[config.mk]
export PLATFORM = sky130hd
export DESIGN_NAME = cbc_front
export DESIGN_NICKNAME = d
export VERILOG_FILES = /design/src/cartridge_bank_controller_defines.svh /design/src/cbc_pkg.sv /design/src/cbc_front.sv
export SDC_FILE = /design/constraint.sdc
export NUM_CORES = 1
export LEC_CHECK = 0
export ABC_AREA = 1
export BUFFER_PORTS_ARGS = -buffer_cell sky130_fd_sc_hd__buf_2
export CAP_MARGIN = 20
export CORE_UTILIZATION = 44
export DETAILED_ROUTE_END_ITERATION = 8
export PLACE_DENSITY = 0.83
export SLEW_MARGIN = 20
export SYNTH_ARGS = -nofsm -noshare
export SYNTH_HDL_FRONTEND = slang
export SYNTH_SLANG_ARGS = --single-unit
export TNS_END_PERCENT = 50
[constraint.sdc]
create_clock -name clk -period 2 [get_ports clk]
set_input_delay 0.1 -clock clk [delete_from_list [all_inputs] [get_ports clk]]
set_output_delay 0.1 -clock clk [all_outputs]
set_load 0.02 [all_outputs]
[src/cartridge_bank_controller_defines.svh]
// Assertion macros shared by the cartridge bank controller RTL.
`ifndef CARTRIDGE_BANK_CONTROLLER_DEFINES_SVH
`define CARTRIDGE_BANK_CONTROLLER_DEFINES_SVH

// cond must never hold while out of reset
`define CBC_ASSERT_NEVER(lbl, cond, msg) \
    lbl: assert property (@(posedge clk) disable iff (!rst_n) !(cond)) else $error(msg);

// whenever ante holds, cons holds in the following cycle
`define CBC_ASSERT_NEXT(lbl, ante, cons, msg) \
    lbl: assert property (@(posedge clk) disable iff (!rst_n) (ante) |=> (cons)) else $error(msg);

`endif

[src/cbc_pkg.sv]
// Types and constants of the cartridge bank controller.
package cbc_pkg;

    localparam int ROM_BANK_BYTES = 16384;
    localparam int RAM_BANK_BYTES = 8192;
    localparam int RAM_BANKS      = 4;
    localparam int RAM_DEPTH      = RAM_BANK_BYTES * RAM_BANKS;
    localparam int RAM_AW         = $clog2(RAM_DEPTH);
    localparam int RAM_OFS_W      = $clog2(RAM_BANK_BYTES);
    localparam int RAM_BANK_W     = $clog2(RAM_BANKS);
    localparam int ROM_OFS_W      = $clog2(ROM_BANK_BYTES);

    localparam int Q_DEPTH = 4;
    localparam int Q_AW    = $clog2(Q_DEPTH);

    // configuration register indexes
    localparam logic [1:0] CFG_ROM_MASK = 2'd0;
    localparam logic [1:0] CFG_RAM_MASK = 2'd1;

    localparam logic [6:0] ROM_MASK_RST = 7'h7F;
    localparam logic [1:0] RAM_MASK_RST = 2'h3;

    // control write regions, address[14:13] below 0x8000
    localparam logic [1:0] REGION_RAM_EN = 2'd0;
    localparam logic [1:0] REGION_LOW    = 2'd1;
    localparam logic [1:0] REGION_UPPER  = 2'd2;
    localparam logic [1:0] REGION_MODE   = 2'd3;

    localparam logic [2:0] RAM_WINDOW = 3'b101;  // address[15:13] of 0xA000-0xBFFF
    localparam logic [3:0] RAM_EN_KEY = 4'hA;

    typedef enum logic [1:0] {
        KIND_NONE,
        KIND_ROM,
        KIND_RAM_RD,
        KIND_RAM_WR
    } cbc_kind_t;

    typedef struct packed {
        cbc_kind_t         kind;
        logic [20:0]       rom_address;
        logic [RAM_AW-1:0] ram_index;
        logic [7:0]        wdata;
    } cbc_req_t;

endpackage

[src/cbc_front.sv]
// Front end: bank control registers, request classification and address translation.
module cbc_front (
    input  logic             clk,
    input  logic             rst_n,
    input  logic             cfg_we,
    input  logic [1:0]       cfg_index,
    input  logic [6:0]       cfg_data,
    input  logic             accept,
    input  logic             func,
    input  logic [15:0]      address,
    input  logic [7:0]       write_data,
    output cbc_pkg::cbc_req_t req
);

    logic [6:0] rom_mask_reg, rom_mask_next;
    logic [1:0] ram_mask_reg, ram_mask_next;
    logic       ram_en_reg, ram_en_next;
    logic [4:0] low_bank_reg, low_bank_next;
    logic [1:0] upper_bank_reg, upper_bank_next;
    logic       mode_reg, mode_next;

    logic       in_ram_window;
    logic [6:0] rom_page;
    logic [1:0] ram_page;

    always_ff @(posedge clk or negedge rst_n)
    begin
        if (!rst_n)
        begin
            rom_mask_reg   <= cbc_pkg::ROM_MASK_RST;
            ram_mask_reg   <= cbc_pkg::RAM_MASK_RST;
            ram_en_reg     <= 1'b0;
            low_bank_reg   <= 5'd1;
            upper_bank_reg <= 2'd0;
            mode_reg       <= 1'b0;
        end
        else
        begin
            rom_mask_reg   <= rom_mask_next;
            ram_mask_reg   <= ram_mask_next;
            ram_en_reg     <= ram_en_next;
            low_bank_reg   <= low_bank_next;
            upper_bank_reg <= upper_bank_next;
            mode_reg       <= mode_next;
        end
    end

    always_comb
    begin
        rom_mask_next = rom_mask_reg;
        ram_mask_next = ram_mask_reg;
        if (cfg_we)
        begin
            unique case (cfg_index)
                cbc_pkg::CFG_ROM_MASK: rom_mask_next = cfg_data;
                cbc_pkg::CFG_RAM_MASK: ram_mask_next = cfg_data[1:0];
                default: ;
            endcase
        end
    end

    assign in_ram_window = (address[15:13] == cbc_pkg::RAM_WINDOW);

    // low window: bank 0, or the upper bank alone in mode 1; high window: upper and low banks; both masked
    always_comb
    begin
        if (address[14])
            rom_page = {upper_bank_reg, low_bank_reg};
        else if (mode_reg)
            rom_page = {upper_bank_reg, 5'd0};
        else
            rom_page = 7'd0;
        rom_page = rom_page & rom_mask_reg;
    end

    assign ram_page = mode_reg ? (upper_bank_reg & ram_mask_reg) : 2'd0;

    always_comb
    begin
        ram_en_next     = ram_en_reg;
        low_bank_next   = low_bank_reg;
        upper_bank_next = upper_bank_reg;
        mode_next       = mode_reg;

        req.kind        = cbc_pkg::KIND_NONE;
        req.rom_address = 21'd0;
        req.ram_index   = {ram_page[cbc_pkg::RAM_BANK_W-1:0],
                           address[cbc_pkg::RAM_OFS_W-1:0]};
        req.wdata       = write_data;

        if (func)
        begin
            if (!address[15])
            begin
                if (accept)
                begin
                    unique case (address[14:13])
                        cbc_pkg::REGION_RAM_EN:
                            ram_en_next = (write_data[3:0] == cbc_pkg::RAM_EN_KEY);
                        cbc_pkg::REGION_LOW:
                            low_bank_next = (write_data[4:0] == 5'd0) ? 5'd1
                                                                       : write_data[4:0];
                        cbc_pkg::REGION_UPPER:
                            upper_bank_next = write_data[1:0];
                        cbc_pkg::REGION_MODE:
                            mode_next = write_data[0];
                        default: ;
                    endcase
                end
            end
            else if (in_ram_window && ram_en_reg)
                req.kind = cbc_pkg::KIND_RAM_WR;
        end
        else
        begin
            if (!address[15])
            begin
                req.kind        = cbc_pkg::KIND_ROM;
                req.rom_address = {rom_page, address[cbc_pkg::ROM_OFS_W-1:0]};
            end
            else if (in_ram_window && ram_en_reg)
                req.kind = cbc_pkg::KIND_RAM_RD;
        end
    end

endmodule

Word level (Yosys, flattened, before mapping). Index checks and enable logic that the tools add are counted.

Flip-flop bits (word level): 18. Input bits: 38. Output and inout bits: 46. Logic and storage cells: 36.

Equality and inequality tests: 6. Muxes and demuxes: 11. Bitwise gates (word level): 3. Reductions and logical operators: 10.

Operator list (number): $mux W21 (2); $reduce_and A4 Y1 (4); $mux W7 (2); $mux W2 (6); $and A7 B7 Y7 (1); $logic_not A5 Y1 (1); $mux W5 (1); $eq A2 B1 Y1 const B (2); $eq A2 B2 Y1 const B (2); $eq A4 B4 Y1 const B (1); $logic_not A2 Y1 (2); $reduce_and A2 Y1 (2); $eq A3 B3 Y1 const B (1); $and A2 B2 Y2 (1); $logic_and A1 B1 Y1 (1); $not A1 Y1 (1).

Longest topological paths before layout. Gate-level depths: netlist of the first run.

Depth after elaboration: 5. Depth in mapped cells: 6. Depth with buffers taken out: 5.

Worst setup path before layout of the first run. No wires, ideal clock.

Path type: register to output. Start point: register rom_mask_reg[0]. End point: output port req[37] (netlist bit). Arrival time: 876 ps. Data required time: 1900 ps. Path slack: 1024 ps. Stages on the path, launching flop included: 3. Cell sequence: dfstp_2 nand3_1 nor2_1.

RTL lines: start, declared (line cbc_front.sv:15) `logic [6:0] rom_mask_reg, rom_mask_next;`; start signal, assigned (line cbc_front.sv:30) `rom_mask_reg <= cbc_pkg::ROM_MASK_RST;`; start signal, assigned (line cbc_front.sv:39) `rom_mask_reg <= rom_mask_next;`; end, declared (line cbc_front.sv:12) `output cbc_pkg::cbc_req_t req`.

==> key figures, run 1 <==
Clock network
  – CTS max path bufs: 2
  – CTS tree: done
  – Post-CTS setup buffer count: 0
  – H-tree depth: 1
  – CTS Root Cell: clkbuf_4
  – Clock sinks: 18
  – CTS resizes: 0
  – CTS Hold Buffers Added: 1
  – Num CTS Buffers: 3
  – Clock-pin slew of the registers on the worst-case setup and hold paths: 100 ps
  – Clk_lat worst skew: 290 ps

Synth
  – Sequential-to-total area share from yosys stat: 37.49%
  – Synth Register Bits: 18
  – Cells after Synth: 177
  – Yosys cell types: 19
  – Yosys warnings: 0
  – Syn Nets: 215
  – Synthesized cell area: 1235 um2
  – Avg Cell Area, Syn: 6.977 um2

Routing
  – Post-route ant nets: 0
  – DRC errors left: 0
  – Wire length on met2: 1387 um
  – WL met1: 1232 um
  – Uppermost layer routed: met4
  – Routed WL per cell: 10.72 um
  – TritonRoute pass-1 iters: 4
  – Routed Wire Length: 2819 um
  – Vias/cell: 4.741
  – Wire length on met3: 171 um
  – Via count: 1247
  – Initial DRC Count: 24

GRT
  – Total congestion overflow: 0
  – Vias in the first global route: 1057
  – Largest net degree at the start of global routing: 21
  – Antenna violations before repair: 0
  – All-Layer GR Usage: 20.93%
  – First-pass GRT wire length: 4429 um

Outcome
  – Outcome: finished clean

Worst setup path
  – CP max stage cell: dfstp_2
  – Setup Crit Path Kind: flip-flop to output pin
  – Worst Path Required: 1900 ps
  – WP buf/inv: 1
  – CP Capture Type: output pin
  – Critical path's top delay family: flip-flops
  – Worst Path Arrival: 1230 ps
  – Max incr delay on CP: 540 ps
  – Max Fanout on Critical Path: 2
  – Kind of start point of the critical path: flip-flop
  – CP Cell Sequence: nand3_1 > nor2_1 > buf_2

Finish
  – Max reg flops: 7
  – Area delta synth->final: 22.49%
  – Share of cells above drive strength 1: 41.63%
  – Post-route cell area: 1513 um2
  – FILL cells: 261
  – Register Area: 462.9 um2
  – Antenna cells: 0
  – Finished Layout Cells: 263
  – Combined area of the multi-input logic cells: 539.3 um2
  – Nets: 272

STA
  – RSZ-0062 raised after global routing: false
  – Final setup TNS: 0 ps
  – Slew Limit Fails: 0
  – Slew @ Worst Pin: 381.6 ps
  – Fin. Hold Viols: 0
  – Rel. slew slack: 74.56%
  – Final Cycle Share: 66.70%
  – Worst Skew: 0 ps
  – Post-layout min period: 1334 ps
  – Final setup vio count: 0
  – Fmax: 0.7497 GHz

Power
  – Maximum VDD drop: 0.6508 mV
  – Pwr Density: 642.4 nW/um2
  – Clock share of power: 22.7%
  – Seq pwr share: 50.7%
  – Leak: 0.0008866 uW
  – Cell internal pwr: 658.6 uW
  – Psw: 313.1 uW
  – Net Sw Frac: 32.23%
  – Comb pwr share: 26.6%

Floorplanning
  – Initial Utilization: 48.10%
  – I/O pins: 84
  – Chip height: 54.98 um
  – Core area: 2567 um2
  – Die W: 54.98 um
  – Num rows: 18
  – Die footprint: 3023 um2

Placed design
  – Placed cell area: 1466 um2
  – Post-DP HPWL: 2182 um
  – IO buf count: 77
  – Placer Congestion: 0.7266
  – Dpl cells: 258

Job
  – Max Cap Viol: 0

Worst hold path
  – Worst hold path class: primary input to flip-flop
## power by group through the flow
stage	registers (uW)	logic [uW]	clock network, uW
floorplan	483	196	0
global placement	495	251	0
detailed placement	496	257	0
CTS	491	262	227
global route	501	296	247
finish	493	259	220
## logic make-up after synthesis
family,after synthesis,share of synthesized area [%]
AO/OA/AOI/OAI,11,4.661
buffers and inverters,37,18.84
flip-flops,18,37.49
AND/OR/NAND/NOR,111,39.01
## cell type report
cell class,instances,share of cell area [%]
Clock buffer,4,2.399
Inverter,11,2.730
Multi-Input combinational cell,122,35.65
Sequential cell,18,30.60
Tap cell,30,2.481
Timing Repair Buffer,78,26.14
## metrics by stage
step	utilization, %	worst slack (ps)	hold slack, ps	power (uW)
after floorplan	-	1024	-195.6	678.7
after global placement	57.12	993.5	36.50	746.1
after detailed placement	57.12	972.0	40.06	753.8
after CTS	58.92	656.8	1.360	979.9
after global routing	58.92	560.6	1.487	1045
final	58.92	666.1	5.997	971.7
## cell usage after synthesis
library cell  number  area [um2]
nand2_1           58       217.7
nor2_1            30       112.6
buf_4             22       165.2
nand3_1           13       65.06
dfstp_2           10       262.8
inv_1             10       37.54
o21ai_0           10       50.05
dfrtp_1            8       200.2
buf_2              3       15.01
and3_1             2       12.51
nand4_1            2       12.51
nor2_4             2       22.52
and3_2             1       7.510
buf_6              1       11.26
inv_2              1       3.750
nand2_2            1       6.260
nand3_4            1       17.52
nand3b_1           1       7.510
o21bai_1           1       7.510
## layer usage
layer | global-route usage, % | up-vias
li1 | - | 650
met1 | 25.38 | 546
met2 | 35.74 | 47
met3 | 6.011 | 4
met4 | 6.250 | 0
met5 | 0 | -
## worst paths after layout
path / slack [ps] / endpoint / from / depth (start not counted)
max in group asynchronous: 1440 / rom_mask_reg[4]$_DFFE_PN1P_ / rst_n / 2
worst min-delay path: 6 / rom_mask_reg[2]$_DFFE_PN1P_ / cfg_data[2] / 3
min in group asynchronous: 250 / upper_bank_reg[0]$_DFFE_PN0P_ / rst_n / 2
worst max-delay path: 670 / req[38] / rom_mask_reg[1]$_DFFE_PN1P_ / 3
worst max register to register: 1160 / low_bank_reg[0]$_DFFE_PN1P_ / low_bank_reg[0]$_DFFE_PN1P_ / 3
worst min register to register: 470 / rom_mask_reg[4]$_DFFE_PN1P_ / rom_mask_reg[4]$_DFFE_PN1P_ / 2
## worst reg2reg max path: cells and delay by family (launching register included)
family,cells,cell delay (ps)
flip-flops,1,550
AO/OA/AOI/OAI,1,140
AND/OR/NAND/NOR,1,70
buffers and inverters,1,40
## layout by cell type (no fill, tap or decap), drive strengths merged
cell type / count
and3: 3
buf: 77
clkbuf: 4
dfrtp: 8
dfstp: 10
dlygate4sd3: 1
inv: 11
nand2: 59
nand3: 14
nand3b: 1
nand4: 2
nor2: 32
o21ai: 10
o21bai: 1
Note: power is estimated with default switching activity, not from simulation.
==> run 2, diff against run 1 <==
--- a/config.mk
+++ b/config.mk
@@ -5,12 +5,12 @@
 export SDC_FILE = /design/constraint.sdc
 export NUM_CORES = 1
 export LEC_CHECK = 0
-export ABC_AREA = 1
+export ABC_AREA = 0
 export BUFFER_PORTS_ARGS = -buffer_cell sky130_fd_sc_hd__buf_2
 export CAP_MARGIN = 20
-export CORE_UTILIZATION = 44
+export CORE_UTILIZATION = 40
 export DETAILED_ROUTE_END_ITERATION = 8
-export PLACE_DENSITY = 0.83
+export PLACE_DENSITY = 0.79
 export SLEW_MARGIN = 20
 export SYNTH_ARGS = -nofsm -noshare
 export SYNTH_HDL_FRONTEND = slang
==> constraint.sdc (replaced) <==
create_clock -name clk -period 1.4 [get_ports clk]
set_input_delay 0.07 -clock clk [delete_from_list [all_inputs] [get_ports clk]]
set_output_delay 0.07 -clock clk [all_outputs]
set_load 0.02 [all_outputs]
==> key figures, run 2 <==
Outcome
  – Outcome: finished clean

Clock network
  – Num CTS Buffers: 3 (unchanged)
  – CTS Root Cell: clkbuf_4
  – H-tree depth: 1 (unchanged)
  – Clk_lat worst skew: 280 ps (about the same)
  – Clock-pin slew of the registers on the worst-case setup and hold paths: 100 ps (about the same)
  – CTS tree: done
  – Clock sinks: 18 (unchanged)
  – CTS resizes: 0 (unchanged)
  – CTS max path bufs: 2 (unchanged)

Finish
  – Register Area: 462.9 um2 (unchanged)
  – Finished Layout Cells: 190 (-28%)
  – Commonest non-fill, non-tap cells in the layout: buf_2 (77), mux2_2 (17), and2_1 (15), dfstp_2 (10), and3_1 (9)
  – Combined area of the multi-input logic cells: 484.2 um2 (-10%)
  – Area delta synth->final: 28.12%
  – Share of cells above drive strength 1: 70.00% (+28 points)
  – Post-route cell area: 1425 um2 (-5.8%)
  – Max reg flops: 7 (unchanged)
  – Nets: 199 (-27%)
  – Antenna cells: 0 (unchanged)
  – Commonest non-fill, non-tap cell in the layout: buf_2
  – FILL cells: 234 (-10%)

Power
  – Maximum VDD drop: 0.7050 mV (+8.3%)
  – Leak: 0.0008000 uW (-9.8%)
  – Pwr Density: 955.4 nW/um2 (+49%)

STA
  – Slew @ Worst Pin: 386.8 ps (+5.246 ps)
  – Post-layout min period: 1285 ps
  – Final setup TNS: 0 ps (unchanged)
  – Rel. slew slack: 74.21% (-0.35 points)
  – Fmax: 0.7780 GHz
  – Final WS setup: 114.6 ps (-551.5 ps)
  – Fin. Hold Viols: 0 (unchanged)
  – Worst Skew: 0 ps (unchanged)
  – RSZ-0062 raised after global routing: false
  – Slew Limit Fails: 0 (unchanged)
  – Final setup vio count: 0 (unchanged)
  – Final Cycle Share: 91.81%

Routing
  – Routed WL per cell: 13.88 um (+29%)
  – Post-route ant nets: 0 (unchanged)
  – Vias/cell: 4.858 (+2.5%)
  – Routed Wire Length: 2637 um (-6.5%)
  – DRC errors left: 0 (unchanged)
  – Via count: 923 (-26%)
  – Initial DRC Count: 11 (-54%)
  – TritonRoute pass-1 iters: 4 (unchanged)

Floorplanning
  – Chip height: 54.74 um (-0.45%)
  – Die W: 54.74 um (-0.45%)
  – Initial Utilization: 43.71% (-4.4 points)
  – Die footprint: 2996 um2 (-0.89%)
  – I/O pins: 84 (unchanged)
  – Num rows: 18 (unchanged)
  – Core area: 2545 um2 (-0.88%)

Synth
  – Dominant synthesized flop cell: dfstp_2
  – Synthesized cell area: 1112 um2 (-9.9%)
  – Simple-gate portion of the synthesized area: 24.07% (-15 points)
  – Most common cell in the netlist: buf_4
  – Yosys warnings: 0 (unchanged)
  – Largest family of logic cells by synthesized area: simple AND/OR/NAND/NOR gates
  – Xor and xnor area share after synthesis: 0% (unchanged)
  – Top cells by area, synth: dfstp_2 (24%), dfrtp_1 (18%), mux2_2 (17%), buf_4 (14%), and2_1 (8.4%)
  – Yosys top cell area share: 23.62% (+2.3 points)
  – Yosys cell types: 23 (+4)
  – Leading area contributor after synthesis: dfstp_2
  – Sequential-to-total area share from yosys stat: 41.62% (+4.1 points)
  – Compound-Gate Fraction of Synth Area: 1.350% (-3.3 points)
  – Synth Area in Adders: 0% (unchanged)
  – Avg Cell Area, Syn: 11.35 um2 (+63%)
  – Mux cell area share after synthesis: 18.11% (+18 points)
  – Cells after Synth: 98 (-45%)
  – Async S/R FF share, synth: 100.0% (unchanged)
  – EDFF count, synth: 0 (unchanged)
  – Synth Register Bits: 18 (unchanged)
  – Post-synth top cells: buf_4 (21), mux2_2 (17), and2_1 (15)
  – Syn Nets: 136 (-37%)

Worst setup path
  – Kind of start point of the critical path: flip-flop
  – Reg2reg start: mode_reg$_DFFE_PN0P_
  – Setup Crit Path Kind: flip-flop to output pin
  – CP Capture Type: output pin
  – Critical path's top delay family: flip-flops
  – CP startpoint: mode_reg$_DFFE_PN0P_
  – WP buf/inv: 1 (unchanged)
  – Max incr delay on CP: 420 ps (-120 ps)
  – Max Fanout on Critical Path: 4 (+2)
  – Worst Path Arrival: 1220 ps (about the same)
  – Worst Path Required: 1330 ps (-570 ps)
  – CP Cell Sequence: o21a_1 > and3_1 > buf_2
  – CP max stage cell: dfrtp_1

Placed design
  – Post-DP HPWL: 2241 um (+2.7%)
  – Placer Congestion: 0.6910 (-4.9%)
  – Placed cell area: 1389 um2 (-5.3%)
  – IO buf count: 77 (unchanged)
  – Dpl cells: 185 (-28%)
  – Setup slack after placement: 181.1 ps (-790.9 ps)

Worst hold path
  – Hold wc startpoint: cfg_data[2]
  – Worst hold path class: primary input to flip-flop

GRT
  – Vias in the first global route: 865 (-18%)
  – Largest net degree at the start of global routing: 19 (-9.5%)
  – Antenna violations before repair: 0 (unchanged)
  – First-pass GRT wire length: 3946 um (-11%)
  – Total congestion overflow: 0 (unchanged)
  – All-Layer GR Usage: 19.00% (-1.9 points)

Job
  – Max Cap Viol: 0 (unchanged)
run 2: changes by cell type after synthesis, sizes merged, moves of 3 or more:
cell   before  now
and2        0   15
and3        3    9
buf        26   21
inv        11    1
mux2        0   17
nand2      59    0
nand3      14    0
nor2       32    2
nor3b       0    3
o21ai      10    0
run 2: power breakdown:
group          internal (uW)  leakage [uW]  switching (uW)
combinational            183      0.000580             191
clock                    111     0.0000150             153
sequential               665      0.000205            59.5
total                    958      0.000800             403
run 2: final cells by class:
class                   count  share of cell area (%)
clock buffers               4                   1.844
inverters                   1                  0.2634
multi-input cells          57                   33.98
flip-flops and latches     18                   32.48
well taps                  30                   2.634
repair buffers             80                   28.80
run 2: through the flow:
step	util, %	total power (uW)	hold slack [ps]
global route	56.00	1442	0.4375
floorplan	-	978.7	-225.6
global placement	54.57	1089	8.553
CTS	56.00	1379	3.319
finish	56.00	1362	11.45
detailed placement	54.57	1111	18.25
run 2: repair_timing:
| action | CTS | global route |
|---|---|---|
| endpoints found under the setup margin | 0 | 0 |
| hold endpoints to repair | 18 | 0 |
| hold buffers | 1 | 0 |
| setup buffers | 0 | 0 |
run 2: cell families (layout without fill, tap and decap cells):
logic type      after synthesis  after routing
compound gates                2              2
buf+inv                      23             85
flops                        18             18
mux                          18             18
simple gates                 37             37
run 2: path summary, 6_finish.rpt:
path | slack (ps) | depth (start not counted) | to
worst max-delay path | 110 | 3 | req[43]
worst min-delay path | 10 | 2 | rom_mask_reg[2]$_DFFE_PN1P_
worst max register to register | 600 | 1 | mode_reg$_DFFE_PN0P_
worst min register to register | 490 | 2 | low_bank_reg[0]$_DFFE_PN1P_
max in group asynchronous | 860 | 2 | rom_mask_reg[0]$_DFFE_PN1P_
min in group asynchronous | 230 | 2 | mode_reg$_DFFE_PN0P_
run 2: routing by layer:
metal	up-vias	part of all wire, %	wire length [um]	global-route usage, %
met3	6	6.0	158	2.500
li1	444	-	-	-
met4	0	1.4	38	9.402
met5	-	0	0	0
met1	433	40	1049	22.18
met2	40	53	1391	33.53
