`src/cartridge_bank_controller_defines.svh`:
```
// Assertion macros shared by the cartridge bank controller RTL.
`ifndef CARTRIDGE_BANK_CONTROLLER_DEFINES_SVH
`define CARTRIDGE_BANK_CONTROLLER_DEFINES_SVH

// cond must never hold while out of reset
`define CBC_ASSERT_NEVER(lbl, cond, msg) \
    lbl: assert property (@(posedge clk) disable iff (!rst_n) !(cond)) else $error(msg);

// whenever ante holds, cons holds in the following cycle
`define CBC_ASSERT_NEXT(lbl, ante, cons, msg) \
    lbl: assert property (@(posedge clk) disable iff (!rst_n) (ante) |=> (cons)) else $error(msg);

`endif

```
`src/cbc_pkg.sv`:
```
// Types and constants of the cartridge bank controller.
package cbc_pkg;

    localparam int ROM_BANK_BYTES = 16384;
    localparam int RAM_BANK_BYTES = 8192;
    localparam int RAM_BANKS      = 4;
    localparam int RAM_DEPTH      = RAM_BANK_BYTES * RAM_BANKS;
    localparam int RAM_AW         = $clog2(RAM_DEPTH);
    localparam int RAM_OFS_W      = $clog2(RAM_BANK_BYTES);
    localparam int RAM_BANK_W     = $clog2(RAM_BANKS);
    localparam int ROM_OFS_W      = $clog2(ROM_BANK_BYTES);

    localparam int Q_DEPTH = 4;
    localparam int Q_AW    = $clog2(Q_DEPTH);

    // configuration register indexes
    localparam logic [1:0] CFG_ROM_MASK = 2'd0;
    localparam logic [1:0] CFG_RAM_MASK = 2'd1;

    localparam logic [6:0] ROM_MASK_RST = 7'h7F;
    localparam logic [1:0] RAM_MASK_RST = 2'h3;

    // control write regions, address[14:13] below 0x8000
    localparam logic [1:0] REGION_RAM_EN = 2'd0;
    localparam logic [1:0] REGION_LOW    = 2'd1;
    localparam logic [1:0] REGION_UPPER  = 2'd2;
    localparam logic [1:0] REGION_MODE   = 2'd3;

    localparam logic [2:0] RAM_WINDOW = 3'b101;  // address[15:13] of 0xA000-0xBFFF
    localparam logic [3:0] RAM_EN_KEY = 4'hA;

    typedef enum logic [1:0] {
        KIND_NONE,
        KIND_ROM,
        KIND_RAM_RD,
        KIND_RAM_WR
    } cbc_kind_t;

    typedef struct packed {
        cbc_kind_t         kind;
        logic [20:0]       rom_address;
        logic [RAM_AW-1:0] ram_index;
        logic [7:0]        wdata;
    } cbc_req_t;

endpackage

```
`src/cbc_queue.sv`:
```
// Request queue between the front and back ends.
module cbc_queue (
    input  logic              clk,
    input  logic              rst_n,
    input  logic              push,
    input  cbc_pkg::cbc_req_t push_req,
    input  logic              pop,
    output cbc_pkg::cbc_req_t head,
    output logic              not_empty,
    output logic              full
);

    cbc_pkg::cbc_req_t entries [cbc_pkg::Q_DEPTH];

    logic [cbc_pkg::Q_AW-1:0] wr_ptr_reg, wr_ptr_next;
    logic [cbc_pkg::Q_AW-1:0] rd_ptr_reg, rd_ptr_next;
    logic [cbc_pkg::Q_AW:0]   count_reg, count_next;

    always_ff @(posedge clk or negedge rst_n)
    begin
        if (!rst_n)
        begin
            wr_ptr_reg <= '0;
            rd_ptr_reg <= '0;
            count_reg  <= '0;
        end
        else
        begin
            wr_ptr_reg <= wr_ptr_next;
            rd_ptr_reg <= rd_ptr_next;
            count_reg  <= count_next;
        end
    end

    always_ff @(posedge clk)
    begin
        if (push)
            entries[wr_ptr_reg] <= push_req;
    end

    always_comb
    begin
        wr_ptr_next = push ? wr_ptr_reg + 1'b1 : wr_ptr_reg;
        rd_ptr_next = pop ? rd_ptr_reg + 1'b1 : rd_ptr_reg;
        count_next  = count_reg;
        if (push && !pop)
            count_next = count_reg + 1'b1;
        else if (pop && !push)
            count_next = count_reg - 1'b1;
    end

    assign head      = entries[rd_ptr_reg];
    assign not_empty = (count_reg != '0);
    assign full      = (count_reg == (cbc_pkg::Q_AW + 1)'(cbc_pkg::Q_DEPTH));

endmodule

```
`config.mk`:
```
export PLATFORM = sky130hd
export DESIGN_NAME = cbc_queue
export DESIGN_NICKNAME = d
export VERILOG_FILES = /design/src/cartridge_bank_controller_defines.svh /design/src/cbc_pkg.sv /design/src/cbc_queue.sv
export SDC_FILE = /design/constraint.sdc
export NUM_CORES = 1
export LEC_CHECK = 0
export BUFFER_PORTS_ARGS = -buffer_cell sky130_fd_sc_hd__buf_2
export CORE_MARGIN = 2
export CORE_UTILIZATION = 45
export CTS_BUF_LIST = sky130_fd_sc_hd__clkbuf_4
export CTS_CLUSTER_DIAMETER = 100
export DETAILED_ROUTE_END_ITERATION = 10
export GPL_TIMING_DRIVEN = 0
export PLACE_DENSITY = 0.69
export SETUP_SLACK_MARGIN = 0.4
export SLEW_MARGIN = 25
export SYNTH_ARGS = -nofsm -noshare
export SYNTH_HDL_FRONTEND = slang
export SYNTH_SLANG_ARGS = --single-unit
```
`constraint.sdc`:
```
create_clock -name clk -period 2.3 [get_ports clk]
set_input_delay 0.23 -clock clk [delete_from_list [all_inputs] [get_ports clk]]
set_output_delay 0.23 -clock clk [all_outputs]
set_load 0.005 [all_outputs]
```
# [Yosys cells after proc, flatten, opt, wreduce, memory -nomap -nowiden]
# Memory sizes are Yosys's and may differ from the RTL's.
# Index checks and enable logic that the tools add are counted.
[totals] register_bits=7 mem_bits_rw=184 in_bits=50 out_inout_bits=48 elab_cells=19 mem_count=1
[mem_list] name="entries" words=4 width=46 read_ports=1 rd_clocked_by_memory_dff=0 write_ports=1 line_no="cbc_queue.sv:13" text="cbc_pkg::cbc_req_t entries [cbc_pkg::Q_DEPTH];"
[classes] add_sub_neg=4 eq_ne=1 muxes=4 reduce_logical=6
[ops] cell="2-to-1 mux 3 bit" count=2
[ops] cell="adder 2 x 1 -> 2 bit (second input constant)" count=2
[ops] cell="adder 3 x 1 -> 3 bit (second input constant)" count=1
[ops] cell="equality test 3 bit (second input constant)" count=1
[ops] cell="nonzero test 3 bit" count=1
[ops] cell="subtractor 3 x 1 -> 3 bit (second input constant)" count=1
[ops] cell="logical AND 1 bit" count=2
[ops] cell="zero test 1 bit" count=2
[ops] cell="2-to-1 mux 1 bit" count=2
[ops] cell="nonzero test 2 bit" count=1

# [Longest topological paths before layout]
# Gate-level depths: netlist (run 1).
[logic_depth] word_depth=4 depth_mapped=7 depth_no_buf=7

# [Worst setup path after synthesis (run 1)]
# No wires, ideal clock.
[synth_path] path_kind="register -> register" startpoint="register wr_ptr_reg[0] (netlist bit)" endpoint="memory entries[2][0] (netlist bit) (enable)" setup_ns=0.408 arrival_time_ns=1.718 required_ns=1.892 slack_ns=0.174 path_stages_with_launch=4 path_buffers=0 period_less_slack_ns=2.126 cell_sequence="dfrtp_1 > inv_1 > ha_1 > and2_1"
[synth_rtl] element="from (decl)" line_no="cbc_queue.sv:15" text="logic [cbc_pkg::Q_AW-1:0] wr_ptr_reg, wr_ptr_next;"
[synth_rtl] element="from (signal assigned)" line_no="cbc_queue.sv:29" text="wr_ptr_reg <= wr_ptr_next;"
[synth_rtl] element="to (decl)" line_no="cbc_queue.sv:13"
# Straight into the memory's write port.

==> impl_metrics.tcl, run 1 <==
set metrics [dict create \
    fp.dieW_um 129 \
    syn_inst 274 \
    period_share_pct 97.1 \
    groute.usage.overall_pct 15.5 \
    worst_setup_path_end_kind "output port" \
    crit_start "rd_ptr_reg[0]" \
    critPathRequiredTime_ns 2.07 \
    outcome "complete, no violations" \
    tritoncts.num_buffers 17 \
    utilization_pct 58.3 \
    dp_cells 559 \
    dieHeight_um 129 \
    grt_util_met1_pct 18.6 \
    finalWorstPathRequiredPeriod_ns 2.23 \
    drt_iter0_drc 223 \
    rsz_0062_raised_after_global_routing "yes" \
    synth-simple-area-share_pct 0.712 \
    placer_congestion 0.639 \
    synth_top_family_by_area "multiplexers" \
    setup-violations-final 0 \
    detail_route.drc_violations 0 \
    drt_first_pass_iters 5 \
    hold_start "pop" \
    clk_pin_slew_worst_paths_ns 0.15 \
    cellPowerDensity_nw_per_um2 1140 \
    synthTopCellsByArea "sky130_fd_sc_hd__edfxtp_1 79%, sky130_fd_sc_hd__mux4_2 15%, sky130_fd_sc_hd__dfrtp_1 2.5%, sky130_fd_sc_hd__ha_1 0.89%, sky130_fd_sc_hd__xor2_1 0.50%" \
    critPathKind "reg2out" \
    design.die.area_sq_um 16600 \
    core.rowCount 45 \
    synth-edff-count 184 \
    synth_top_area_share_pct 78.6 \
    yosys.cell_types.count 19 \
    htree_depth 4 \
    share_of_cells_above_drive_strength_1_pct 43.1 \
    cts_tree "yes" \
    yosys_register_bits 191 \
    area_growth_pct 26.1 \
    overflow 0 \
    via_per_inst 5.12 \
    finalMaxSlewViolations 0 \
    list_of_most_frequent_post_synthesis_cells "184 x sky130_fd_sc_hd__edfxtp_1, 46 x sky130_fd_sc_hd__mux4_2, 7 x sky130_fd_sc_hd__dfrtp_1, 5 x sky130_fd_sc_hd__ha_1" \
    synthesis.area_sq_um 7030 \
    cts.sinks 191 \
    synth_xor_xnor_area_share_pct 0.748 \
    largest_register_ff_count 184 \
    count_of_endpoints_failing_hold_in_the_final_timing_report 0 \
    design.final.nets 505 \
    yosys_warn_count 0 \
    share_of_async_settable_or_async_resettable_flops_after_synthesis_pct 3.66 \
    place.port_buffers 97 \
    route.antenna.remaining_nets 0 \
    top_level_ports 98 \
    root_buffer "sky130_fd_sc_hd__clkbuf_4" \
    place_hpwl_um 6850 \
    vdd_drop_max_mv 0.561 \
    worst_case_clock_buffer_depth 2 \
    setup_skew_after_layout_ns 0.0131 \
    antenna_found_initial 2 \
    cp-start-kind "flip-flop" \
    synth.most_common_cell "sky130_fd_sc_hd__edfxtp_1" \
    finalNonFillerCells 652 \
    setup_tns_ns 0 \
    fmaxAchievable_ghz 0.448 \
    critical_path.max_fanout 8 \
    groute.layer.met2.usage_pct 26.3 \
    synthMuxAreaShare_pct 14.9 \
    detailroute.via_count 3341 \
    synthesized_area_divided_by_synthesized_cell_count_sq_um 25.6 \
    worstMarginPinSlew_ns 0.739 \
    met3_usage_in_global_routing_pct 4.66 \
    placement.cell_area_sq_um 7760 \
    maxCapViolations 0 \
    initial_core_utilization_pct 46.2 \
    via_count_of_the_first_global_routing_pass 3541 \
    grt_max_degree 47 \
    grt.busiest_layer "met2" \
    slew_headroom_pct 50.7 \
    total_non_filler_cell_area_in_the_finished_layout_sq_um 8860 \
    cp.arrival_ns 2.00 \
    synth_compound_gate_area_share_pct 0.0712 \
    totalWireLength_um 12400 \
    placeableCoreArea_sq_um 15200 \
    insertion_delay_ns 0.58 \
    worstHoldPathType "in2reg" \
    yosys.area_share.adder_pct 1.18 \
    grt_pass1_wl_um 18400 \
    synth_top_flop_cell "sky130_fd_sc_hd__edfxtp_1" \
    post_drt_wl_per_cell_um 19.0 \
    yosysSeqAreaShare_pct 81.1 \
    r2r-start "wr_ptr_reg[0]" \
    synth.net_count 330 \
    synth_largest_area_cell "sky130_fd_sc_hd__edfxtp_1" \
    total_leakage_power_nw 3.11 \
]
==> cell families (layout without fill, tap and decap cells) <==
group | after synthesis | in the layout
buf+inv | 14 | 202
simple gates | 9 | 9
other cells | 0 | 2
mux | 47 | 47
xor+xnor | 6 | 6
flops | 191 | 191
fa+ha+maj | 6 | 6
compound gates | 1 | 1
==> power by group <==
part | leakage, nW | total (mW) | switching [mW] | internal, mW
Clock | 0.163 | 1.90 | 1.13 | 0.773
Combinational | 1.17 | 3.50 | 1.54 | 1.96
Sequential | 1.77 | 4.73 | 0.172 | 4.55
Total | 3.11 | 10.1 | 2.83 | 7.29
==> per-stage QoR <==
step                power [mW]  setup slack [ns]  hold slack [ns]
floorplan                 6.57             0.665          -0.0656
global placement          7.65             0.187           0.0743
detailed placement        7.72             0.585           0.0775
CTS                       9.94            0.0184            0.325
global route              10.7           -0.0428            0.332
finish                    10.1            0.0676            0.382
==> critical path: stages (launching register included) <==
cell and delay, ns:
sky130_fd_sc_hd__dfrtp_1 0.43, sky130_fd_sc_hd__buf_12 0.17, sky130_fd_sc_hd__buf_12 0.15, sky130_fd_sc_hd__mux4_2 0.52, sky130_fd_sc_hd__buf_2 0.15
==> layout make-up <==
type	instances	area, sq um
Tap cell	188	235
Multi-Input combinational cell	69	1250
Clock buffer	17	128
Clock inverter	15	185
Antenna cell	2	5.00
Buffer	10	135
Inverter	4	15.0
Fill cell	1153	6350
Sequential cell	191	5700
Timing Repair Buffer	156	1200
==> cell usage in the layout (no fill, tap or decap), drive strengths merged <==
cell,count
edfxtp,184
buf,112
dlygate4sd3,50
mux4,46
clkbuf,21
inv,9
dfrtp,7
ha,5
and2,4
xor2,4
clkinv,4
clkinvlp,3
bufinv,3
diode,2
xnor2,2
nand2,2
or3,1
nor3b,1
mux2,1
o21ai,1
nor2,1
fa,1
==> routing by layer <==
layer,vias up,wire (um)
met5,-,0
met4,0,204
met3,12,433
met2,83,6460
met1,1728,5260
li1,1518,-
==> worst paths after layout <==
path | cells after the start | slack [ns] | endpoint
max | 4 | 0.07 | head[42]
min | 3 | 0.38 | rd_ptr_reg[0]
max reg2reg | 3 | 0.58 | entries[0][39]
min reg2reg | 1 | 0.49 | count_reg[2]
max in group asynchronous | 3 | 1.45 | count_reg[2]
min in group asynchronous | 3 | 0.59 | wr_ptr_reg[0]
==> timing repair <==
action,4_1_cts,5_1_grt
gates cloned,1,3
hold buffers,50,0
setup endpoints to repair,46,46
resized for setup,18,11
hold endpoints to repair,195,0
buffers inserted,3,2
Note: power is estimated with default switching activity, not from simulation.
==> inputs of run 2 (changes only) <==
--- a/config.mk
+++ b/config.mk
@@ -8,7 +8,7 @@
 export BUFFER_PORTS_ARGS = -buffer_cell sky130_fd_sc_hd__buf_2
 export CORE_MARGIN = 2
 export CORE_UTILIZATION = 45
-export CTS_BUF_LIST = sky130_fd_sc_hd__clkbuf_4
+export CTS_BUF_LIST = sky130_fd_sc_hd__clkbuf_2 sky130_fd_sc_hd__clkbuf_4 sky130_fd_sc_hd__clkbuf_8
 export CTS_CLUSTER_DIAMETER = 100
 export DETAILED_ROUTE_END_ITERATION = 10
 export GPL_TIMING_DRIVEN = 0
@@ -18,3 +18,4 @@
 export SYNTH_ARGS = -nofsm -noshare
 export SYNTH_HDL_FRONTEND = slang
 export SYNTH_SLANG_ARGS = --single-unit
+export TNS_END_PERCENT = 30
==> run 2 against run 1 <==
  * Sequential share of layout area decreased by 0.19 points
  * Critical endpoint is now head[20]
  * First-iteration DRC count rose by 0.45%
  * Combinational power shrank 9.1%
  * Largest cell class unchanged
  * Clock-buffer cell count increased by 3
==> impl_metrics.tcl, run 2 (synthesis gave the netlist of run 1 again) <==
set metrics [dict create \
    outcome "complete, no violations" \
    groute.usage.overall_pct 15.2 \
    finalWorstPathRequiredPeriod_ns 2.04 \
    root_buffer "sky130_fd_sc_hd__clkbuf_8" \
    dieHeight_um 129 \
    area_growth_pct 26.4 \
    design.die.area_sq_um 16600 \
    final_common_cell "sky130_fd_sc_hd__edfxtp_1" \
    post_drt_wl_per_cell_um 18.2 \
    design.final.nets 501 \
    drt_first_pass_iters 4 \
    place.port_buffers 97 \
    overflow 0 \
    antenna_found_initial 0 \
    cp-start-kind "flip-flop" \
    placeableCoreArea_sq_um 15200 \
    fmaxAchievable_ghz 0.491 \
    tritoncts.num_buffers 17 \
    vdd_drop_max_mv 0.547 \
    worstHoldPathType "in2reg" \
    setup_skew_after_layout_ns 0.0134 \
    top_level_ports 98 \
    slew_headroom_pct 51.9 \
    critPathKind "reg2out" \
    via_count_of_the_first_global_routing_pass 3528 \
    largest_register_ff_count 184 \
    num_antenna_cells 0 \
    share_of_cells_above_drive_strength_1_pct 43.2 \
    worst_case_clock_buffer_depth 2 \
    maxCapViolations 0 \
    setup-violations-final 0 \
    via_per_inst 5.08 \
    fillers 1156 \
    placer_congestion 0.666 \
    totalWireLength_um 11700 \
    setup_slack_ns 0.262 \
    count_of_endpoints_failing_hold_in_the_final_timing_report 0 \
    insertion_delay_ns 0.45 \
    critPathRequiredTime_ns 2.07 \
    grt_pass1_wl_um 18200 \
    drt_iter0_drc 224 \
    finalMaxSlewViolations 0 \
    place_hpwl_um 6980 \
    fp.dieW_um 129 \
    setup_tns_ns 0 \
    place_ws_ns 0.573 \
    worstMarginPinSlew_ns 0.722 \
    period_share_pct 88.6 \
    cellPowerDensity_nw_per_um2 1170 \
    seqCellArea_sq_um 5700 \
    critical_path.max_fanout 10 \
    cp.arrival_ns 1.81 \
    htree_depth 4 \
    clk_pin_slew_worst_paths_ns 0.10 \
    grt_max_degree 47 \
    route.antenna.remaining_nets 0 \
    final_cell_mix "184 x sky130_fd_sc_hd__edfxtp_1, 96 x sky130_fd_sc_hd__buf_2, 48 x sky130_fd_sc_hd__dlygate4sd3_1, 46 x sky130_fd_sc_hd__mux4_2, 19 x sky130_fd_sc_hd__clkbuf_8" \
    worst_setup_path_end_kind "output port" \
    multiInputGateArea_sq_um 1250 \
    cts_tree "yes" \
    detailroute.via_count 3284 \
    detail_route.drc_violations 0 \
    core.rowCount 45 \
    cts.sinks 191 \
    rsz_0062_raised_after_global_routing "yes" \
    initial_core_utilization_pct 46.2 \
    total_leakage_power_nw 3.13 \
]
run 2: worst max-delay path, stage by stage, from the launching register on:
cell and delay, ns:
sky130_fd_sc_hd__dfrtp_2 0.43, sky130_fd_sc_hd__buf_12 0.13, sky130_fd_sc_hd__buf_12 0.14, sky130_fd_sc_hd__mux4_2 0.52, sky130_fd_sc_hd__buf_2 0.14
run 2: path summary, 6_finish.rpt:
check | from | endpoint | slack [ns] | cells past startpoint
max | rd_ptr_reg[0] | head[20] | 0.26 | 4
min | push | wr_ptr_reg[0] | 0.08 | 2
max reg2reg | wr_ptr_reg[0] | entries[0][3] | 0.58 | 3
min reg2reg | count_reg[2] | count_reg[2] | 0.53 | 1
max in group asynchronous | rst_n | rd_ptr_reg[0] | 1.95 | 2
min in group asynchronous | rst_n | count_reg[0] | 0.15 | 2
run 2: final cells by class:
class / instances / area share (%)
buffer: 10 / 1.46
multi-input combinational: 69 / 14.0
clock buffer: 20 / 3.03
clock inverter: 12 / 2.31
sequential: 191 / 64.2
tap: 188 / 2.65
inverter: 4 / 0.169
timing repair buffer: 152 / 12.2
run 2: power breakdown:
| part | total, mW | switching [mW] | internal [mW] |
|---|---|---|---|
| combinational | 3.18 | 1.45 | 1.73 |
| clock | 2.47 | 1.09 | 1.38 |
| sequential | 4.73 | 0.179 | 4.55 |
| total | 10.4 | 2.72 | 7.66 |
run 2: stage by stage:
stage	util (%)	power, mW	instance area (sq um)	std cells	hold slack [ns]
after detailed placement	51.3	7.76	7800	561	0.0831
final	58.4	10.4	8880	646	0.0797
after CTS	58.0	10.4	8820	642	0.0431
after global placement	51.0	7.66	7750	559	0.0708
after global routing	58.4	10.9	8880	646	0.0853
after floorplan	-	6.57	7030	274	-0.0656
run 2: per-layer routing:
metal,vias up,routed length (um),global-route usage [%]
li1,1497,-,-
met1,1698,5010,18.1
met5,-,0,0
met2,74,6110,26.6
met4,0,220,6.52
met3,15,407,3.78
run 2: timing repair:
item / CTS / global route
gates resized for setup: 14 / 4
hold buffers: 48 / 0
gates cloned: 0 / 1
endpoints found under the hold margin: 192 / 0
buffers inserted: 1 / 3
endpoints found under the setup margin: 46 / 46
==> inputs of run 3 (changes only) <==
--- a/config.mk
+++ b/config.mk
@@ -5,6 +5,7 @@
 export SDC_FILE = /design/constraint.sdc
 export NUM_CORES = 1
 export LEC_CHECK = 0
+export ABC_AREA = 1
 export BUFFER_PORTS_ARGS = -buffer_cell sky130_fd_sc_hd__buf_2
 export CORE_MARGIN = 2
 export CORE_UTILIZATION = 45
@@ -12,7 +13,7 @@
 export CTS_CLUSTER_DIAMETER = 100
 export DETAILED_ROUTE_END_ITERATION = 10
 export GPL_TIMING_DRIVEN = 0
-export PLACE_DENSITY = 0.69
+export PLACE_DENSITY = 0.68
 export SETUP_SLACK_MARGIN = 0.4
 export SLEW_MARGIN = 25
 export SYNTH_ARGS = -nofsm -noshare
==> run 3 against run 2 <==
  * Non-clock buffer count up 25
  * Combinational power is 63% higher
  * Sequential power is essentially flat
  * Synthesized area up 15%
  * Cell count up 55%
  * Critical path type unchanged
  * Critical endpoint is now head[10]
  * Largest cell class unchanged
==> impl_metrics.tcl, run 3 <==
set metrics [dict create \
    fillers 1421 \
    drt_first_pass_iters 5 \
    rsz_0062_raised_after_global_routing "yes" \
    area_growth_pct 24.5 \
    cp.arrival_ns 1.70 \
    slowest_delay_ns 0.38 \
    dp_cells 916 \
    synth-edff-count 184 \
    synthesis.area_sq_um 8110 \
    placeableCoreArea_sq_um 17800 \
    synth.net_count 642 \
    critPathKind "reg2out" \
    finalMaxSlewViolations 0 \
    setup-violations-final 0 \
    dieHeight_um 138 \
    cts.sinks 191 \
    synth_largest_area_cell "sky130_fd_sc_hd__edfxtp_1" \
    top_level_ports 98 \
    fmaxAchievable_ghz 0.518 \
    totalWireLength_um 17200 \
    outcome "complete, no violations" \
    detail_route.drc_violations 0 \
    vdd_drop_max_mv 0.795 \
    via_count_of_the_first_global_routing_pass 5180 \
    tritoncts.num_buffers 17 \
    place_hpwl_um 10700 \
    clk_pin_slew_worst_paths_ns 0.09 \
    route.antenna.remaining_nets 0 \
    grt_max_degree 30 \
    largest_register_ff_count 184 \
    core.rowCount 49 \
    seqCellArea_sq_um 5700 \
    multiInputGateArea_sq_um 1710 \
    synth_top_area_share_pct 68.2 \
    period_share_pct 83.9 \
    grt_pass1_wl_um 26700 \
    hold_ws_ns 0.124 \
    htree_depth 4 \
    finalWorstPathRequiredPeriod_ns 1.93 \
    yosysSeqAreaShare_pct 70.3 \
    worstMarginPinSlew_ns 0.361 \
    yosys_warn_count 0 \
    cellPowerDensity_nw_per_um2 1210 \
    utilization_pct 56.6 \
    critical_path.max_fanout 10 \
    cts_tree "yes" \
    root_buffer "sky130_fd_sc_hd__clkbuf_8" \
    post_drt_wl_per_cell_um 17.2 \
    synth.most_common_cell "sky130_fd_sc_hd__edfxtp_1" \
    setup_tns_ns 0 \
    number_of_buffer_and_inverter_instances_along_the_worst_setup_path 4 \
    worst_setup_path_end_kind "output port" \
    placer_congestion 0.797 \
    cp-start-kind "flip-flop" \
    maxCapViolations 0 \
    finalNonFillerCells 1002 \
    total_leakage_power_nw 4.14 \
    yosys_register_bits 191 \
    num_antenna_cells 0 \
    fp.dieW_um 138 \
    detailroute.via_count 4906 \
    share_of_async_settable_or_async_resettable_flops_after_synthesis_pct 3.66 \
    design.die.area_sq_um 19100 \
    synthTopCellsByArea "sky130_fd_sc_hd__edfxtp_1 68%, sky130_fd_sc_hd__o211ai_2 8.3%, sky130_fd_sc_hd__nand2_1 6.3%, sky130_fd_sc_hd__inv_1 4.8%, sky130_fd_sc_hd__o211ai_1 3.5%" \
    overflow 0 \
    insertion_delay_ns 0.46 \
    syn_inst 586 \
    list_of_most_frequent_post_synthesis_cells "184 x sky130_fd_sc_hd__edfxtp_1, 136 x sky130_fd_sc_hd__nand2_1, 103 x sky130_fd_sc_hd__inv_1, 54 x sky130_fd_sc_hd__o211ai_2, 38 x sky130_fd_sc_hd__o211ai_1" \
    count_of_endpoints_failing_hold_in_the_final_timing_report 0 \
    groute.usage.overall_pct 18.3 \
    worstHoldPathType "in2async" \
    cpMostUsedCell "sky130_fd_sc_hd__buf_6" \
    report.power.total_mw 12.2 \
    critPathRequiredTime_ns 2.07 \
    design.final.nets 817 \
    cp_top_family "buffers and inverters" \
    final_common_cell "sky130_fd_sc_hd__edfxtp_1" \
    path_cells "buf_6, clkbuf_16, buf_6, o211ai_2, nand2_1, buf_2" \
    yosys.cell_types.count 24 \
    setup_skew_after_layout_ns 0.00987 \
    worst_case_clock_buffer_depth 2 \
    crit_slowest_cell "sky130_fd_sc_hd__dfrtp_1" \
    initial_core_utilization_pct 45.4 \
    place.port_buffers 97 \
    drt_iter0_drc 287 \
    slew_headroom_pct 75.9 \
    final_cell_mix "184 x sky130_fd_sc_hd__edfxtp_1, 136 x sky130_fd_sc_hd__nand2_1, 102 x sky130_fd_sc_hd__buf_2, 99 x sky130_fd_sc_hd__inv_1, 54 x sky130_fd_sc_hd__o211ai_2" \
    via_per_inst 4.90 \
    synth_top_flop_cell "sky130_fd_sc_hd__edfxtp_1" \
    synthesized_area_divided_by_synthesized_cell_count_sq_um 13.8 \
    share_of_cells_above_drive_strength_1_pct 31.4 \
    antenna_found_initial 1 \
]
-- run 3: changes by cell type in the layout (fill, tap and decap cells not counted), sizes merged, moves of 2 or more --
cell	before	now
nand2	2	152
inv	7	105
o211ai	0	92
mux4	46	0
buf	112	130
and2	4	0
clkbuf	22	26
clkinvlp	1	5
clkinv	3	5
-- run 3: logic make-up (layout without fill, tap and decap cells) --
family / count (synthesis) / count (layout) / share of synthesized area, %
DFF: 191 / 191 / 70.3
AOI/OAI and AO/OA: 93 / 93 / 11.9
adders and majority gates: 6 / 6 / 1.02
and+or+nand+nor: 156 / 156 / 7.78
buffers and inverters: 136 / 323 / 8.52
xor gates and xnor gates: 4 / 4 / 0.432
-- run 3: final cells by class --
| cell class | count | area share, % |
|---|---|---|
| Timing Repair inverter | 1 | 0.0744 |
| Inverter | 104 | 3.98 |
| Sequential cell | 191 | 56.5 |
| Clock buffer | 17 | 2.32 |
| Clock inverter | 14 | 1.88 |
| Tap cell | 229 | 2.84 |
| Buffer | 32 | 3.76 |
| Multi-Input combinational cell | 259 | 17.0 |
| Timing Repair Buffer | 155 | 11.7 |
-- run 3: per-stage QoR --
step	instance area [sq um]	worst slack [ns]
after CTS	9880	0.247
after detailed placement	8970	0.258
final	10100	0.369
after global placement	8880	-0.442
after global routing	10100	0.264
after floorplan	8110	0.332
-- run 3: worst paths after layout --
check	start	end	slack, ns	cells after the start
worst max-delay path	rd_ptr_reg[0]	head[10]	0.37	6
worst min-delay path	rst_n	count_reg[0]	0.12	2
worst max register to register	wr_ptr_reg[0]	entries[2][26]	0.46	5
worst min register to register	count_reg[2]	count_reg[2]	0.48	2
max in group asynchronous	rst_n	rd_ptr_reg[1]	2.01	2
min in group clk	push	count_reg[0]	0.17	3
-- run 3: where the power goes --
group,internal (mW),leakage (nW),switching [mW]
Sequential,4.55,1.77,0.206
Clock,1.18,0.204,1.13
Combinational,2.24,2.16,2.93
Total,7.97,4.14,4.27
-- run 3: what timing repair did --
item / CTS / global route
buffers inserted: 0 / 1
cloned: 1 / 5
hold buffers: 48 / 0
endpoints found under the hold margin: 192 / 0
setup endpoints to repair: 65 / 82
gates resized for setup: 0 / 24
pin swaps: 0 / 17
-- run 3: layer usage --
| metal | vias to the layer above | routed length, um | part of all wire (%) | global-route usage (%) |
|---|---|---|---|---|
| met5 | - | 13 | 0.076 | 0 |
| met4 | 2 | 119 | 0.69 | 6.82 |
| met3 | 12 | 904 | 5.3 | 4.47 |
| met2 | 131 | 8890 | 52 | 31.9 |
| met1 | 2380 | 7280 | 42 | 22.0 |
| li1 | 2381 | - | - | - |
